[config.mk]
export PLATFORM = sky130hd
export DESIGN_NAME = rcm_dist
export DESIGN_NICKNAME = d
export VERILOG_FILES = /design/src/design/rcm_pkg.sv /design/src/design/rcm_dist.sv
export SDC_FILE = /design/constraint.sdc
export NUM_CORES = 2
export LEC_CHECK = 0
export ABC_AREA = 1
export BUFFER_PORTS_ARGS = -buffer_cell sky130_fd_sc_hd__buf_2
export CAP_MARGIN = 20
export CELL_PAD_IN_SITES_DETAIL_PLACEMENT = 1
export CELL_PAD_IN_SITES_GLOBAL_PLACEMENT = 1
export CORE_AREA = 3 3 367 369
export DETAILED_ROUTE_END_ITERATION = 10
export DIE_AREA = 0 0 370 372
export MAX_ROUTING_LAYER = met4
export PLACE_DENSITY_LB_ADDON = 0.1
export RECOVER_POWER = 50
export SLEW_MARGIN = 20
export SYNTH_ARGS = -nofsm -noshare
export SYNTH_HDL_FRONTEND = slang
export SYNTH_SLANG_ARGS = --single-unit
[constraint.sdc]
create_clock -name clock -period 12.2 [get_ports clock]
set_input_delay 0.61 -clock clock [delete_from_list [all_inputs] [get_ports clock]]
set_output_delay 0.61 -clock clock [all_outputs]
set_load 0.01 [all_outputs]
[src/design/rcm_pkg.sv]
// Shared types and constants for the radius contact marker.
// Used by every module of the block and by the port checker.
package rcm_pkg;

   localparam int MAX_ATOMS    = 4096;
   localparam int MAX_RESIDUES = 1024;

   localparam int ATOM_AW = $clog2(MAX_ATOMS);
   localparam int ATOM_CW = $clog2(MAX_ATOMS + 1);
   localparam int RES_AW  = $clog2(MAX_RESIDUES);
   localparam int RES_CW  = $clog2(MAX_RESIDUES + 1);

   localparam int COORD_W = 20;
   localparam int DIFF_W  = COORD_W + 1;
   localparam int SQ_W    = 2 * DIFF_W;
   localparam int THR_W   = 44;
   localparam int TOP_W   = 13;
   localparam int GROUP_W = 12;
   localparam int INDEX_W = 12;
   localparam int CNT_W   = 13;
   localparam int CSR_W   = 44;
   localparam int CSR_AW  = 1;

   localparam logic [THR_W-1:0] THR_RESET = THR_W'(1081600);
   localparam logic [TOP_W-1:0] TOP_RESET = TOP_W'(4096);

   localparam logic [CSR_AW-1:0] CSR_THRESHOLD = 1'd0;
   localparam logic [CSR_AW-1:0] CSR_TOP       = 1'd1;

   typedef enum logic [1:0] {
      ACT_LOAD  = 2'd0,
      ACT_QUERY = 2'd1,
      ACT_READ  = 2'd2,
      ACT_CLEAR = 2'd3
   } action_type;

   typedef enum logic [1:0] {
      ST_OK      = 2'd0,
      ST_FULL    = 2'd1,
      ST_RANGE   = 2'd2,
      ST_IGNORED = 2'd3
   } status_type;

   typedef enum logic [1:0] {
      FSM_IDLE,
      FSM_READ,
      FSM_SCAN,
      FSM_CLEAR
   } fsm_type;

   typedef logic signed [COORD_W-1:0] coord_type;

   typedef struct packed {
      action_type           action;
      coord_type            coord_x;
      coord_type            coord_y;
      coord_type            coord_z;
      logic                 new_residue;
      logic [GROUP_W-1:0]   group_number;
      logic [INDEX_W-1:0]   read_index;
   } req_type;

   typedef struct packed {
      logic [1:0]       status;
      logic [CNT_W-1:0] newly_marked;
      logic             atom_marked;
      logic             residue_marked;
   } rsp_type;

   typedef struct packed {
      coord_type x;
      coord_type y;
      coord_type z;
   } query_type;

   // one atom store word: mark bit kept beside the position
   typedef struct packed {
      logic              mark;
      logic [RES_AW-1:0] residue;
      coord_type         z;
      coord_type         y;
      coord_type         x;
   } entry_type;

   typedef struct packed {
      logic               atom_we;
      logic [ATOM_AW-1:0] atom_waddr;
      entry_type          atom_wdata;
      logic [ATOM_AW-1:0] atom_raddr;
      logic               res_we;
      logic [RES_AW-1:0]  res_waddr;
      logic               res_wdata;
      logic [RES_AW-1:0]  res_raddr;
   } mem_cmd_type;

   typedef struct packed {
      logic               valid;
      logic               hit;
      entry_type          entry;
      logic [ATOM_AW-1:0] addr;
   } hit_type;

endpackage

[src/design/rcm_dist.sv]
// Distance stage of the scan: squares registered, then sum and compare.
// Depends on rcm_pkg.
module rcm_dist
   import rcm_pkg::*;
(
   input  logic               clock,
   input  logic               reset,
   input  logic               rd_valid,
   input  entry_type          rd_entry,
   input  logic [ATOM_AW-1:0] rd_addr,
   input  query_type          query,
   input  logic [THR_W-1:0]   threshold,
   output hit_type            hit
);

   logic signed [DIFF_W-1:0] dx, dy, dz;
   logic signed [SQ_W-1:0]   px, py, pz;
   logic [SQ_W-1:0]          sum;

   logic               valid_ff;
   logic [SQ_W-1:0]    sqx_ff, sqy_ff, sqz_ff;
   entry_type          entry_ff;
   logic [ATOM_AW-1:0] addr_ff;

   always_comb begin
      dx = DIFF_W'(query.x) - DIFF_W'(rd_entry.x);
      dy = DIFF_W'(query.y) - DIFF_W'(rd_entry.y);
      dz = DIFF_W'(query.z) - DIFF_W'(rd_entry.z);
      px = dx * dx;
      py = dy * dy;
      pz = dz * dz;
   end

   always_ff @(posedge clock) begin
      if (reset) begin
         valid_ff <= 1'b0;
      end else begin
         valid_ff <= rd_valid;
      end
   end

   always_ff @(posedge clock) begin
      sqx_ff   <= $unsigned(px);
      sqy_ff   <= $unsigned(py);
      sqz_ff   <= $unsigned(pz);
      entry_ff <= rd_entry;
      addr_ff  <= rd_addr;
   end

   // each square is below 2^40, so three of them fit the product width
   always_comb begin
      sum       = sqx_ff + sqy_ff + sqz_ff;
      hit.valid = valid_ff;
      hit.hit   = valid_ff && !entry_ff.mark && (THR_W'(sum) < threshold);
      hit.entry = entry_ff;
      hit.addr  = addr_ff;
   end

endmodule

# Word-level counts from Yosys, hierarchy flattened
# Cells that the tools add are included.
[word_totals] regBits=210 in_bits=190 output_inout_bits=85 elab_cells=22
[op_classes] n_addsub=5 multipliers=3 n_lt_le_gt_ge=1 n_reduce_logical=3
[ops] op="multiplier 21 x 21 -> 42 bit" count=3
[ops] op="adder 42 bit" count=2
[ops] op="subtractor 20 x 20 -> 21 bit" count=3
[ops] op="< comparator 42 x 44 -> 1 bit" count=1
[ops] op="logical AND 1 bit" count=2
[ops] op="zero test 1 bit" count=1

# Logic depth before layout (Yosys ltp)
[logic_depth] depth_word=4 depth_mapped=41

# Worst setup path after synthesis
# OpenSTA, ideal clock, no wires.
[synth_path] path_type="input to register" startpoint="input port query[20] (netlist name)" endpoint="register sqy_ff[41]" setup_time_ns=0.112 t_arrival_ns=7.544 path_slack_ns=4.544 cell_stages=37 n_path_buf=1 cell_sequence="inv_1 > ha_1 > inv_1 > fa_1 > nand3_1 > nand3_2 > nand3_1 > nand3_1 > nand2_2 > nand2_1 > buf_6 > nor2_1 > inv_1 > fa_1 > fa_1 > inv_1 > fa_1 > inv_1 > fa_1 > inv_1 > fa_1 > inv_1 > fa_1 > fa_1 > inv_1 > ha_1 > nand2_1 > nor2_1 > nand2_1 > nor2_1 > nand2_1 > nor2_1 > inv_1 > nand3_1 > inv_1 > nand2_1 > nand2_1"
[synth_via] elab_chain_len=2
[synth_lines] item="start: declaration" line="rcm_dist.sv:11" source="input query_type query,"
[synth_lines] item="subtractor 20 x 20 -> 21 bit" line="rcm_dist.sv:27" source="dy = DIFF_W'(query.y) - DIFF_W'(rd_entry.y);"
[synth_lines] item="multiplier 21 x 21 -> 42 bit" line="rcm_dist.sv:30" source="py = dy * dy;"
[synth_lines] item="named net py[41]" line="rcm_dist.sv:17" source="logic signed [SQ_W-1:0] px, py, pz;"
[synth_lines] item="end signal: assignment" line="rcm_dist.sv:44" source="sqy_ff <= $unsigned(py);"
[synth_lines] item="end: declaration" line="rcm_dist.sv:21" source="logic [SQ_W-1:0] sqx_ff, sqy_ff, sqz_ff;"
# The timed path passes the listed nets, and every way through them passes these cells.
# A chain may end at the register's enable or synchronous reset.

# Worst setup path after layout
[layout_path] startpoint="input port rd_entry[33] (netlist name)" endpoint="register sqy_ff[40]"
[layout_via] elab_chain_len=2
[layout_lines] item="start: declaration" line="rcm_dist.sv:9" source="input entry_type rd_entry,"
[layout_lines] item="subtractor 20 x 20 -> 21 bit" line="rcm_dist.sv:27"
[layout_lines] item="multiplier 21 x 21 -> 42 bit" line="rcm_dist.sv:30"
[layout_lines] item="named net py[40]" line="rcm_dist.sv:17"
# The timed path passes the listed nets, and every way through them passes these cells.

==> run summary <==
status = completed
largest net degree at the start of global routing = 24
unrepaired setup endpoints after global routing = false
final instance area = 63510 um2
f_max = 0.1076 GHz
Crit. End Element = flop
via density per instance = 5.049
vias in the first global route = 53240
chip width = 370 um
number of setup violations in the final report = 0
I/O Pins = 275
Critical Path AT = 9.81 ns
GRT overflow = 0
grt met3 use = 0.02569
die area = 137600 um2
Final GP Congestion = 0.9471
gr usage total = 0.2839
Max-Cap Viols = 0
Final Max Tran Viols = 0
CP Buf/Inv Count = 10
post-route antenna net violation count = 0
area growth from synthesis to layout = 7.290%
DR pass1 iterations = 5
Hold Path Stages = 1
DR DRC count = 0
final-report hold violation count = 0
Final Net Count = 9508
post-synth top area share = 0.4343
hold_buf cts = 0
Setup Fix Bufs, Post-CTS = 0
CP Class = input pin to flop
setup TNS = 0 ns
Slew HR = 0.05310
first-pass GRT wire length = 295000 um
crit path max-delay cell type = inv_1
total number of H-tree levels = 1
area leader, netlist = fa_1
CTS tree = built
DR vias = 46980
clock root cell = clkbuf_16
Cell Area, Synth = 59190 um2
wire per inst = 19.91 um
Crit path largest cell delay = 0.83 ns
Critical Path RT = 12.72 ns
clock sink total = 207
share of layout cells above drive strength 1 = 0.05512
top cells by area, synth = fa_1, inv_1, ha_1, nand2_1, dfxtp_1
Initial Utilization = 0.4503
synth unique cells = 48
HP Class = input pin to flop
Core ar. = 131500 um2
maximum clock path buffer count = 3
die height = 372 um
Cell Rows = 133
CP Max Fanout = 20
DRT iter0 DRCs = 2459
Worst path most repeated cell = inv_1
DP HPWL = 164600 um
warnings from Yosys = 0
met1 usage = 0.3820
Area after DPL = 62560 um2
CTS Buf Count = 30
clock transition at the registers of the reported paths = 0.08 ns
Top delay family on crit path = adder cells
Hold Startpoint = rd_entry[63]
Synth Register Bits = 207
Period Utilization, post-route = 0.7615
Synth Area per Inst = 8.144 um2
Worst Hold Endpoint = hit[75]
register area share after synthesis = 0.07001
# resized after CTS = 0
CP startpoint kind = input pin
crit path time final = 9.290 ns
worst slew pin tran = 1.420 ns
initial antenna violation count = 2
Top Usage Layer GRT = met2
PortBufs = 274
met2 usage = 0.4737
WL final = 185300 um
Syn Inst Count = 7268
synthesized netlist by cell type, drive strengths merged:
cell type  number
inv          2049
fa           1284
nand2        1278
nor2          808
ha            511
a21oi         251
nand3         214
dfxtp         207
xor2          138
o21ai         135
o21bai         67
nand4          65
buf            56
xnor2          55
clkbuf         33
nor3           31
a21o           18
nand3b         14
or2             9
a31oi           8
a21boi          6
and2            6
clkinv          6
o21a            6
o211ai          5
nor4            3
conb            2
nand2b          1
nor3b           1
o31ai           1
worst max-delay path by stage:
stage / cells after the start / startpoint / to
floorplan: 37 / query[20] / sqy_ff[41]
global placement: 33 / query[20] / sqy_ff[40]
detailed placement: 33 / query[20] / sqy_ff[40]
CTS: 33 / query[20] / sqy_ff[40]
global route: 37 / rd_entry[36] / sqy_ff[41]
finish: 32 / rd_entry[33] / sqy_ff[40]
logic make-up (layout without fill, tap and decap cells):
kind of cell | count (synthesis) | after routing | share of synthesized area
and+or+nand+nor | 2430 | 2430 | 0.1692
buffers and inverters | 2144 | 2422 | 0.1397
adders and majority gates | 1795 | 1795 | 0.5423
AOI/OAI and AO/OA | 497 | 497 | 0.04676
DFF | 207 | 207 | 0.07001
xor gates and xnor gates | 193 | 193 | 0.03192
other | 2 | 5 | 0.0001269
cells in the final DEF (no fill, tap or decap), types with 133 or more instances in the layout:
cell type,Yosys,routed
inv_1,2023,2023
nand3_1,205,205
nand2_1,1251,1251
fa_1,1284,1284
dfxtp_1,207,207
ha_1,511,511
nor2_1,774,774
a21oi_1,248,248
o21ai_0,133,133
buf_2,27,185
registers in the layout, summed over array words and instances, names as in the netlist:
| register | count |
|---|---|
| hit | 71 |
| sqz_ff | 41 |
| addr_ff | 12 |
| sqy_ff | 41 |
| valid_ff | 1 |
| sqx_ff | 41 |
metrics by stage:
step | utilization | std cells | hold WS [ns] | setup slack [ns]
after floorplan | - | 7269 | 0.6377 | 4.544
after global placement | 0.4759 | 9246 | 0.7120 | 2.536
after detailed placement | 0.4759 | 9246 | 0.7143 | 2.442
after CTS | 0.4838 | 9302 | 0.008607 | 3.093
after global routing | 0.4831 | 9303 | 0.02963 | 2.403
final | 0.4831 | 9304 | 0.06340 | 2.910
per-layer routing:
metal  vias to the layer above  wire, um
li1                      21730         -
met1                     24040     83810
met4                         0      3665
met3                       217      8647
met2                       991     89160
met5                         -         0
final cells by class:
class	instances	area, um2
Fill cell	16290	67960
Multi-Input combinational cell	4918	46860
Inverter	2055	7719
Sequential cell	207	4144
Tap cell	1755	2196
Timing Repair Buffer	311	1534
Clock buffer	34	807.0
Clock inverter	22	242.7
Antenna cell	2	5.005
Power is left out: the tool's default activity adds up to more than one toggle a clock period on the data nets, which glitch-free logic cannot reach.
