### src/design/rcm_pkg.sv
// Shared types and constants for the radius contact marker.
// Used by every module of the block and by the port checker.
package rcm_pkg;

   localparam int MAX_ATOMS    = 4096;
   localparam int MAX_RESIDUES = 1024;

   localparam int ATOM_AW = $clog2(MAX_ATOMS);
   localparam int ATOM_CW = $clog2(MAX_ATOMS + 1);
   localparam int RES_AW  = $clog2(MAX_RESIDUES);
   localparam int RES_CW  = $clog2(MAX_RESIDUES + 1);

   localparam int COORD_W = 20;
   localparam int DIFF_W  = COORD_W + 1;
   localparam int SQ_W    = 2 * DIFF_W;
   localparam int THR_W   = 44;
   localparam int TOP_W   = 13;
   localparam int GROUP_W = 12;
   localparam int INDEX_W = 12;
   localparam int CNT_W   = 13;
   localparam int CSR_W   = 44;
   localparam int CSR_AW  = 1;

   localparam logic [THR_W-1:0] THR_RESET = THR_W'(1081600);
   localparam logic [TOP_W-1:0] TOP_RESET = TOP_W'(4096);

   localparam logic [CSR_AW-1:0] CSR_THRESHOLD = 1'd0;
   localparam logic [CSR_AW-1:0] CSR_TOP       = 1'd1;

   typedef enum logic [1:0] {
      ACT_LOAD  = 2'd0,
      ACT_QUERY = 2'd1,
      ACT_READ  = 2'd2,
      ACT_CLEAR = 2'd3
   } action_type;

   typedef enum logic [1:0] {
      ST_OK      = 2'd0,
      ST_FULL    = 2'd1,
      ST_RANGE   = 2'd2,
      ST_IGNORED = 2'd3
   } status_type;

   typedef enum logic [1:0] {
      FSM_IDLE,
      FSM_READ,
      FSM_SCAN,
      FSM_CLEAR
   } fsm_type;

   typedef logic signed [COORD_W-1:0] coord_type;

   typedef struct packed {
      action_type           action;
      coord_type            coord_x;
      coord_type            coord_y;
      coord_type            coord_z;
      logic                 new_residue;
      logic [GROUP_W-1:0]   group_number;
      logic [INDEX_W-1:0]   read_index;
   } req_type;

   typedef struct packed {
      logic [1:0]       status;
      logic [CNT_W-1:0] newly_marked;
      logic             atom_marked;
      logic             residue_marked;
   } rsp_type;

   typedef struct packed {
      coord_type x;
      coord_type y;
      coord_type z;
   } query_type;

   // one atom store word: mark bit kept beside the position
   typedef struct packed {
      logic              mark;
      logic [RES_AW-1:0] residue;
      coord_type         z;
      coord_type         y;
      coord_type         x;
   } entry_type;

   typedef struct packed {
      logic               atom_we;
      logic [ATOM_AW-1:0] atom_waddr;
      entry_type          atom_wdata;
      logic [ATOM_AW-1:0] atom_raddr;
      logic               res_we;
      logic [RES_AW-1:0]  res_waddr;
      logic               res_wdata;
      logic [RES_AW-1:0]  res_raddr;
   } mem_cmd_type;

   typedef struct packed {
      logic               valid;
      logic               hit;
      entry_type          entry;
      logic [ATOM_AW-1:0] addr;
   } hit_type;

endpackage

### src/design/rcm_ctrl.sv
// Sequencer: command decode, config registers, store scan and clear sweep,
// result register. Depends on rcm_pkg.
module rcm_ctrl
   import rcm_pkg::*;
(
   input  logic               clock,
   input  logic               reset,
   input  logic               req_start,
   input  req_type            req_data,
   output logic               busy,
   output logic               rsp_strobe,
   output rsp_type            rsp_data,
   input  logic               csr_we,
   input  logic [CSR_AW-1:0]  csr_index,
   input  logic [CSR_W-1:0]   csr_wdata,
   output mem_cmd_type        mem_cmd,
   input  entry_type          atom_rd,
   input  logic               res_rd,
   input  hit_type            hit,
   output logic               rd_valid,
   output logic [ATOM_AW-1:0] rd_addr,
   output query_type          query,
   output logic [THR_W-1:0]   threshold
);

   fsm_type            state_ff, state_in;
   logic [ATOM_CW-1:0] addr_ff, addr_in;
   logic               v1_ff, v1_in;
   logic [ATOM_AW-1:0] addr1_ff, addr1_in;
   logic [CNT_W-1:0]   newly_ff, newly_in;
   query_type          query_ff, query_in;
   logic [INDEX_W-1:0] read_idx_ff, read_idx_in;
   logic [ATOM_CW-1:0] atom_count_ff, atom_count_in;
   logic [RES_CW-1:0]  residue_count_ff, residue_count_in;
   logic [THR_W-1:0]   thr_ff, thr_in;
   logic [TOP_W-1:0]   top_ff, top_in;
   logic               rsp_strobe_ff, rsp_strobe_in;
   rsp_type            rsp_ff, rsp_in;

   logic              accept;
   logic              opens;
   logic              full;
   logic              issue;
   logic [RES_AW-1:0] res_idx;

   always_ff @(posedge clock) begin
      if (reset) begin
         state_ff         <= FSM_IDLE;
         v1_ff            <= 1'b0;
         atom_count_ff    <= '0;
         residue_count_ff <= '0;
         thr_ff           <= THR_RESET;
         top_ff           <= TOP_RESET;
         rsp_strobe_ff    <= 1'b0;
      end else begin
         state_ff         <= state_in;
         v1_ff            <= v1_in;
         atom_count_ff    <= atom_count_in;
         residue_count_ff <= residue_count_in;
         thr_ff           <= thr_in;
         top_ff           <= top_in;
         rsp_strobe_ff    <= rsp_strobe_in;
      end
   end

   always_ff @(posedge clock) begin
      addr_ff     <= addr_in;
      addr1_ff    <= addr1_in;
      newly_ff    <= newly_in;
      query_ff    <= query_in;
      read_idx_ff <= read_idx_in;
      rsp_ff      <= rsp_in;
   end

   // config port; the user must write it only while idle, the block itself does not enforce it
   always_comb begin
      thr_in = thr_ff;
      top_in = top_ff;
      if (csr_we) begin
         case (csr_index)
            CSR_THRESHOLD: thr_in = csr_wdata[THR_W-1:0];
            CSR_TOP:       top_in = csr_wdata[TOP_W-1:0];
            default:       ;
         endcase
      end
   end

   always_comb begin
      accept = req_start && (state_ff == FSM_IDLE);
      opens  = req_data.new_residue || (atom_count_ff == '0);
      full   = (atom_count_ff == ATOM_CW'(MAX_ATOMS))
               || (opens && (residue_count_ff == RES_CW'(MAX_RESIDUES)));
      res_idx = opens ? RES_AW'(residue_count_ff)
                      : RES_AW'(residue_count_ff - RES_CW'(1));
      issue  = addr_ff < atom_count_ff;

      state_in         = state_ff;
      addr_in          = addr_ff;
      v1_in            = 1'b0;
      addr1_in         = addr_ff[ATOM_AW-1:0];
      newly_in         = newly_ff;
      query_in         = query_ff;
      read_idx_in      = read_idx_ff;
      atom_count_in    = atom_count_ff;
      residue_count_in = residue_count_ff;
      rsp_strobe_in    = 1'b0;
      rsp_in           = '0;

      mem_cmd            = '0;
      mem_cmd.atom_raddr = ATOM_AW'(req_data.read_index);
      mem_cmd.res_raddr  = RES_AW'(req_data.read_index);

      case (state_ff)
         FSM_IDLE: begin
            if (accept) begin
               case (req_data.action)
                  ACT_LOAD: begin
                     rsp_strobe_in = 1'b1;
                     if (full) begin
                        rsp_in.status = ST_FULL;
                     end else begin
                        mem_cmd.atom_we            = 1'b1;
                        mem_cmd.atom_waddr         = atom_count_ff[ATOM_AW-1:0];
                        mem_cmd.atom_wdata.mark    = 1'b0;
                        mem_cmd.atom_wdata.residue = res_idx;
                        mem_cmd.atom_wdata.x       = req_data.coord_x;
                        mem_cmd.atom_wdata.y       = req_data.coord_y;
                        mem_cmd.atom_wdata.z       = req_data.coord_z;
                        // a fresh residue starts unmarked
                        mem_cmd.res_we    = opens;
                        mem_cmd.res_waddr = res_idx;
                        mem_cmd.res_wdata = 1'b0;
                        atom_count_in     = atom_count_ff + ATOM_CW'(1);
                        if (opens) begin
                           residue_count_in = residue_count_ff + RES_CW'(1);
                        end
                     end
                  end
                  ACT_QUERY: begin
                     if (TOP_W'(req_data.group_number) >= top_ff) begin
                        rsp_strobe_in = 1'b1;
                        rsp_in.status = ST_IGNORED;
                     end else if (atom_count_ff == '0) begin
                        rsp_strobe_in = 1'b1;
                     end else begin
                        state_in   = FSM_SCAN;
                        addr_in    = '0;
                        newly_in   = '0;
                        query_in.x = req_data.coord_x;
                        query_in.y = req_data.coord_y;
                        query_in.z = req_data.coord_z;
                     end
                  end
                  ACT_READ: begin
                     if (32'(req_data.read_index) >= 32'(atom_count_ff)) begin
                        rsp_strobe_in = 1'b1;
                        rsp_in.status = ST_RANGE;
                     end else begin
                        state_in    = FSM_READ;
                        read_idx_in = req_data.read_index;
                     end
                  end
                  ACT_CLEAR: begin
                     if (atom_count_ff == '0) begin
                        rsp_strobe_in = 1'b1;
                     end else begin
                        state_in = FSM_CLEAR;
                        addr_in  = '0;
                     end
                  end
                  default: ;
               endcase
            end
         end

         FSM_READ: begin
            rsp_strobe_in      = 1'b1;
            rsp_in.atom_marked = atom_rd.mark;
            rsp_in.residue_marked =
               (32'(read_idx_ff) < 32'(residue_count_ff)) ? res_rd : 1'b0;
            state_in = FSM_IDLE;
         end

         FSM_SCAN: begin
            mem_cmd.atom_raddr = addr_ff[ATOM_AW-1:0];
            v1_in = issue;
            if (issue) begin
               addr_in = addr_ff + ATOM_CW'(1);
            end
            // read slot runs two entries ahead of write-back, no overlap
            if (hit.hit) begin
               mem_cmd.atom_we         = 1'b1;
               mem_cmd.atom_waddr      = hit.addr;
               mem_cmd.atom_wdata      = hit.entry;
               mem_cmd.atom_wdata.mark = 1'b1;
               mem_cmd.res_we          = 1'b1;
               mem_cmd.res_waddr       = hit.entry.residue;
               mem_cmd.res_wdata       = 1'b1;
               newly_in                = newly_ff + CNT_W'(1);
            end
            if (!issue && !v1_ff && !hit.valid) begin
               rsp_strobe_in       = 1'b1;
               rsp_in.newly_marked = newly_ff;
               state_in            = FSM_IDLE;
            end
         end

         FSM_CLEAR: begin
            mem_cmd.atom_raddr = addr_ff[ATOM_AW-1:0];
            v1_in = issue;
            if (issue) begin
               addr_in = addr_ff + ATOM_CW'(1);
            end
            // residues below the count sit at indexes below the atom count
            if (issue && (32'(addr_ff) < 32'(residue_count_ff))) begin
               mem_cmd.res_we    = 1'b1;
               mem_cmd.res_waddr = RES_AW'(addr_ff);
               mem_cmd.res_wdata = 1'b0;
            end
            if (v1_ff) begin
               mem_cmd.atom_we         = 1'b1;
               mem_cmd.atom_waddr      = addr1_ff;
               mem_cmd.atom_wdata      = atom_rd;
               mem_cmd.atom_wdata.mark = 1'b0;
            end
            if (!issue && !v1_ff) begin
               rsp_strobe_in = 1'b1;
               state_in      = FSM_IDLE;
            end
         end

         default: state_in = FSM_IDLE;
      endcase
   end

   assign busy       = (state_ff != FSM_IDLE);
   assign rsp_strobe = rsp_strobe_ff;
   assign rsp_data   = rsp_ff;
   assign rd_valid   = v1_ff && (state_ff == FSM_SCAN);
   assign rd_addr    = addr1_ff;
   assign query      = query_ff;
   assign threshold  = thr_ff;

endmodule

### config.mk
export PLATFORM = sky130hd
export DESIGN_NAME = rcm_ctrl
export DESIGN_NICKNAME = d
export VERILOG_FILES = /design/src/design/rcm_pkg.sv /design/src/design/rcm_ctrl.sv
export SDC_FILE = /design/constraint.sdc
export NUM_CORES = 1
export LEC_CHECK = 0
export BUFFER_PORTS_ARGS = -buffer_cell sky130_fd_sc_hd__clkbuf_2
export CORE_AREA = 2 2 215 217
export DETAILED_ROUTE_END_ITERATION = 10
export DIE_AREA = 0 0 217 219
export PLACE_DENSITY = 0.57
export SLEW_MARGIN = 25
export SYNTH_ARGS = -nofsm -noshare
export SYNTH_HDL_FRONTEND = slang
export SYNTH_SLANG_ARGS = --single-unit
### constraint.sdc
create_clock -name clock -period 5.62 [get_ports clock]
set_input_delay 0.562 -clock clock [delete_from_list [all_inputs] [get_ports clock]]
set_output_delay 0.562 -clock clock [all_outputs]
set_load 0.02 [all_outputs]
### After elaboration in Yosys (flattened, before gate mapping)

Index checks and enable logic that the tools add are counted.

| storage, ports and cells | value |
|---|---|
| bits in registers | 212 |
| bits in latches | 0 |
| bits in writable memories | 0 |
| memory bits (read-only) | 0 |
| input port bits | 293 |
| output and inout port bits | 254 |
| logic and storage cells | 134 |
| memories | 0 |

| cells by class | value |
|---|---|
| add/sub/neg operators | 5 |
| multipliers | 0 |
| divide/modulo/power cells | 0 |
| $lt $le $gt $ge | 5 |
| equal/unequal tests | 22 |
| shifts and indexed selects | 0 |
| muxes and demuxes | 47 |
| bitwise logic cells | 6 |
| reduce and logical (&&, ||, !) cells | 31 |

Operators with widths:

| cell | number |
|---|---|
| $mux 84 | 5 |
| $pmux 84 s3 | 1 |
| $mux 13 | 9 |
| $pmux 13 s2 | 3 |
| $mux 12 | 6 |
| $add 13x1->13 const B | 3 |
| $pmux 12 s3 | 1 |
| $ge 12x13->1 | 2 |
| $mux 2 | 9 |
| $reduce_and 5->1 | 3 |
| $eq 13x13->1 const B | 1 |
| $logic_not 13->1 | 1 |
| $lt 13x11->1 | 1 |
| $lt 13x13->1 | 1 |
| $lt 12x11->1 | 1 |
| $ne 2x2->1 const B | 6 |
| $ne 3x3->1 const B | 4 |
| $pmux 2 s3 | 2 |
| $add 11x1->11 const B | 1 |
| $eq 11x11->1 const B | 1 |
| $mux 10 | 1 |
| $reduce_and 2->1 | 5 |
| $sub 10x1->10 const B | 1 |
| $eq 2x2->1 const B | 4 |
| 17 further kinds | 44 |

### Depth between registers and ports, before layout

| depth | value |
|---|---|
| word-level depth | 8 |
| gate-level depth with buffers | 10 |
| depth with buffers taken out | 8 |

### Worst setup path after synthesis

OpenSTA, ideal clock, no wires.

| timing path | value |
|---|---|
| path kind | in2reg |
| start point | input req_data[16] in the netlist's numbering |
| end point | register query_ff (netlist bit query[0]) (enable) |
| setup time | 425 ps |
| arrival | 3,009 ps |
| slack | 2,187 ps |
| cell stages on the path | 6 |
| buffers on the path | 0 |
| path through | ha_1 > a211o_1 > o221ai_1 > o211ai_1 > nor2_1 > and3_1 |

| between the ends | value |
|---|---|
| word-level cells in the longest chain between the ends | 3 |

RTL lines:

| element | line | RTL |
|---|---|---|
| from (decl) | rcm_ctrl.sv:9 | `input req_type req_data,` |
| $ge 12x13->1 | rcm_ctrl.sv:140 | `if (TOP_W'(req_data.group_number) >= top_ff) begin` |
| $not 1->1 (no line) | - |  |
| $reduce_and 5->1 (no line) | - |  |
| to (signal assigned) | rcm_ctrl.sv:70 | `query_ff <= query_in;` |
| to (decl) | rcm_ctrl.sv:31 | `query_type query_ff, query_in;` |

No other way between the ends.
A chain may end at the register's enable or synchronous reset.

==> reports/qor.csv <==
metric;value;unit
crit path DAT;3750;ps
FF-to-FF Start;state_ff[1];
Routed WL per cell;18.77;um
vias per cell;4.784;
Final nets;1991;
syn nets;1487;
Multi-input gate area;5031;um2
final setup margin;1307;ps
die area;47520;um2
WL met3;2802;um
global-route usage over all layers;16.56;%
worst min-delay path class;input pin to flip-flop;
Final ANT Viol Nets;0;
register area share after synthesis;47.43;%
CP most frequent cell;inv_1;
slowest CP cell;a222oi_1;
Port Buf Inserts;545;
Synth area leader;edfxtp_1;
Worst setup startpoint;atom_count_ff[1];
layout cells sized above 1;37.94;%
Clock Tree Root;clkbuf_16;
Synth Area per Inst;9.775;um2
total core area;45090;um2
Pleak;7.133;nW
FMAX;231.9;MHz
Power Total;0.003731;W
post_cts resized;0;
Clock Latency Late Sink;540;ps
ys flop type;dfxtp_1;
R2R Setup Slk;2480;ps
WP data required;5060;ps
area share of the largest cell type after synthesis;26.71;%
Metal-1 WL;16260;um
critical path's largest stage delay;510;ps
routed wire length;42280;um
Tcrit/Tclk final;76.74;%
Met2 Wirelength;21850;um
Die Wd;217;um
first-pass GRT wire length;60170;um
critical path endpoint category;output pin;
Yosys reg bits;212;
setup TNS;0;ps
Initial Util;24.43;%
Synth area leaders;edfxtp_1 (27%), dfxtp_1 (21%), ha_1 (7.6%);
Synth-to-Final Area Change;36.17;%
max-slew violations;0;
Power Dens Cells;248.7;nW/um2
Max-cap violations;0;
failing checks;DRC;
crit-path cells;inv_1 > ha_1 > or4b_4 > nand3b_4 > a2bb2oi_4 > nor2_4 > buf_4 > a222oi_1 > inv_1 > clkbuf_2;
top-level port count;547;
vias;10780;
Post-synth EDFFs;98;
maximum fanout along the worst path;38;
row count;78;
startpoint types;flip-flop;
TritonRoute pass-1 iters;11;
status;finished, violations left;
vias in the first global route;10120;
Syn Std Cell Area;11020;um2
Hold-fix buffers, CTS;0;
register area;5225;um2
min Tclk post-route;4313;ps
postcts setup bufs;0;
initial antenna violation count;3;
Max Used Layer;met5;
Netlist cell types;67;
Residual DRC;7;
Final Setup Violations;0;
worst slack at placement;1943;ps
CTS tree;yes;
CTS buffer count;25;
maximum vdd drop;0.2799;mV
Post-DP Area;14220;um2
drt first-iter violations;827;
Crit Path Category;flip-flop to output pin;
RR Endpoint;newly_ff[5];
Reg clk slew, reported paths;60;ps
slew at the pin with the worst max-slew slack;926.8;ps
H-Tree Depth;1;
fill count;4753;
final instance area;15000;um2
Placer Congestion;0.8940;
RSZ-0062 raised after global routing;no;
Yosys warnings;0;
Hold Vio Cnt, Final;0;
Syn Inst Count;1127;
R2R depth;4;
largest net degree at the start of global routing;86;
clk buf depth;3;
worst-case clock skew;9.912;ps
dpl hpwl;33360;um
Async SR Flop Fraction;0;%
CTS sink count;212;
Slew HR;38.21;%
Setup crit end;mem_cmd[82];
die height;219;um
grt ovf;0;
==> metal layers <==
metal / track usage (%) / vias to the layer above
li1: - / 5102
met5: 0 / -
met1: 18.99 / 5180
met3: 3.202 / 74
met4: 6.461 / 2
met2: 30.22 / 420
==> layout by cell type, fill, tap and decap left out, drive strengths merged, types with 7 or more instances in the layout <==
master and n:
a211oi 7, a21o 24, a21oi 80, a222oi 72
and2 26, and3 14, buf 10, clkbuf 581
dfxtp 114, edfxtp 98, ha 67, inv 117
mux2 11, nand2 150, nand3 27, nand4 15
nor2 48, nor3 12, nor4 13, o21ai 32
or3 13, xnor2 34, xor2 8
==> through the flow <==
stage / util [%] / hold WS [ps] / std cells
5_1_grt: 33.27 / 212.7 / 2252
2_1_floorplan: - / 402.3 / 1127
3_3_place_gp: 31.54 / 441.9 / 2203
4_1_cts: 33.19 / 194.1 / 2249
6_report: 33.27 / 224.6 / 2253
3_5_place_dp: 31.54 / 445.6 / 2203
==> area by class of cell <==
cell class              count  area share (%)
well taps                 600           5.004
diodes                      3         0.05004
inverters                 114           2.852
clock inverters             9          0.3920
multi-input cells         724           33.54
flip-flops and latches    212           34.83
clock buffers              37           4.570
repair buffers            554           18.77
==> kinds of logic after synthesis <==
family,after synthesis,share of synthesized area [%]
AND/OR/NAND/NOR,354,16.70
AO/OA/AOI/OAI,249,16.56
flip-flops,212,47.43
buffers and inverters,191,7.155
adder cells (fa/ha/maj),67,7.609
XOR/XNOR,42,3.339
multiplexers,12,1.215
==> state kept, by name, indices dropped and copies added, names as in the netlist, 13 cells and up <==
register       flops
newly_ff          13
top_ff            13
atom_count_ff     13
threshold         44
query             60
addr_ff           13
rsp_data          17
==> synthesized netlist by cell type (all sizes together) (2+ instances only) <==
cell / n
and3: 14
xnor2: 34
nor3: 12
a22o: 2
nand3b: 5
clkbuf: 51
nand2: 150
a222oi: 72
nor3b: 2
nand2b: 6
o21ai: 32
o211ai: 2
ha: 67
or3: 13
a211oi: 7
a211o: 4
nand3: 27
a21oi: 80
xor2: 8
buf: 26
and2: 26
a21o: 24
nand4: 15
nor2: 48
and3b: 2
nor4b: 4
a21boi: 4
nor2b: 6
nor4: 13
and4: 4
edfxtp: 98
and4b: 2
mux2: 11
inv: 114
dfxtp: 114
o21a: 2
o21bai: 2
a221o: 6
o31ai: 2
==> worst max-delay path, delay by kind of cell (launching register included) <==
| kind | cells | cell delay, ps |
|---|---|---|
| fa+ha+maj | 1 | 200 |
| simple gates | 3 | 940 |
| flops | 1 | 410 |
| compound gates | 2 | 900 |
| buf+inv | 4 | 730 |
==> report_power, final <==
| part | internal, W | total, W | switching, W |
|---|---|---|---|
| clock network | 0.000850 | 0.00151 | 0.000662 |
| logic | 0.000209 | 0.000536 | 0.000327 |
| registers | 0.00165 | 0.00168 | 0.0000291 |
| total | 0.00271 | 0.00373 | 0.00102 |
==> worst min path at each step <==
stage                  start            end  depth (start not counted)
2_1_floorplan     addr_ff[2]     rd_addr[2]                          0
3_3_place_gp   threshold[25]  threshold[25]                          2
3_5_place_dp   threshold[37]  threshold[37]                          2
4_1_cts         req_data[69]      query[44]                          1
5_1_grt         req_data[58]      query[33]                          1
6_report        req_data[31]       query[6]                          1
Power figures use the tool's default switching activity.
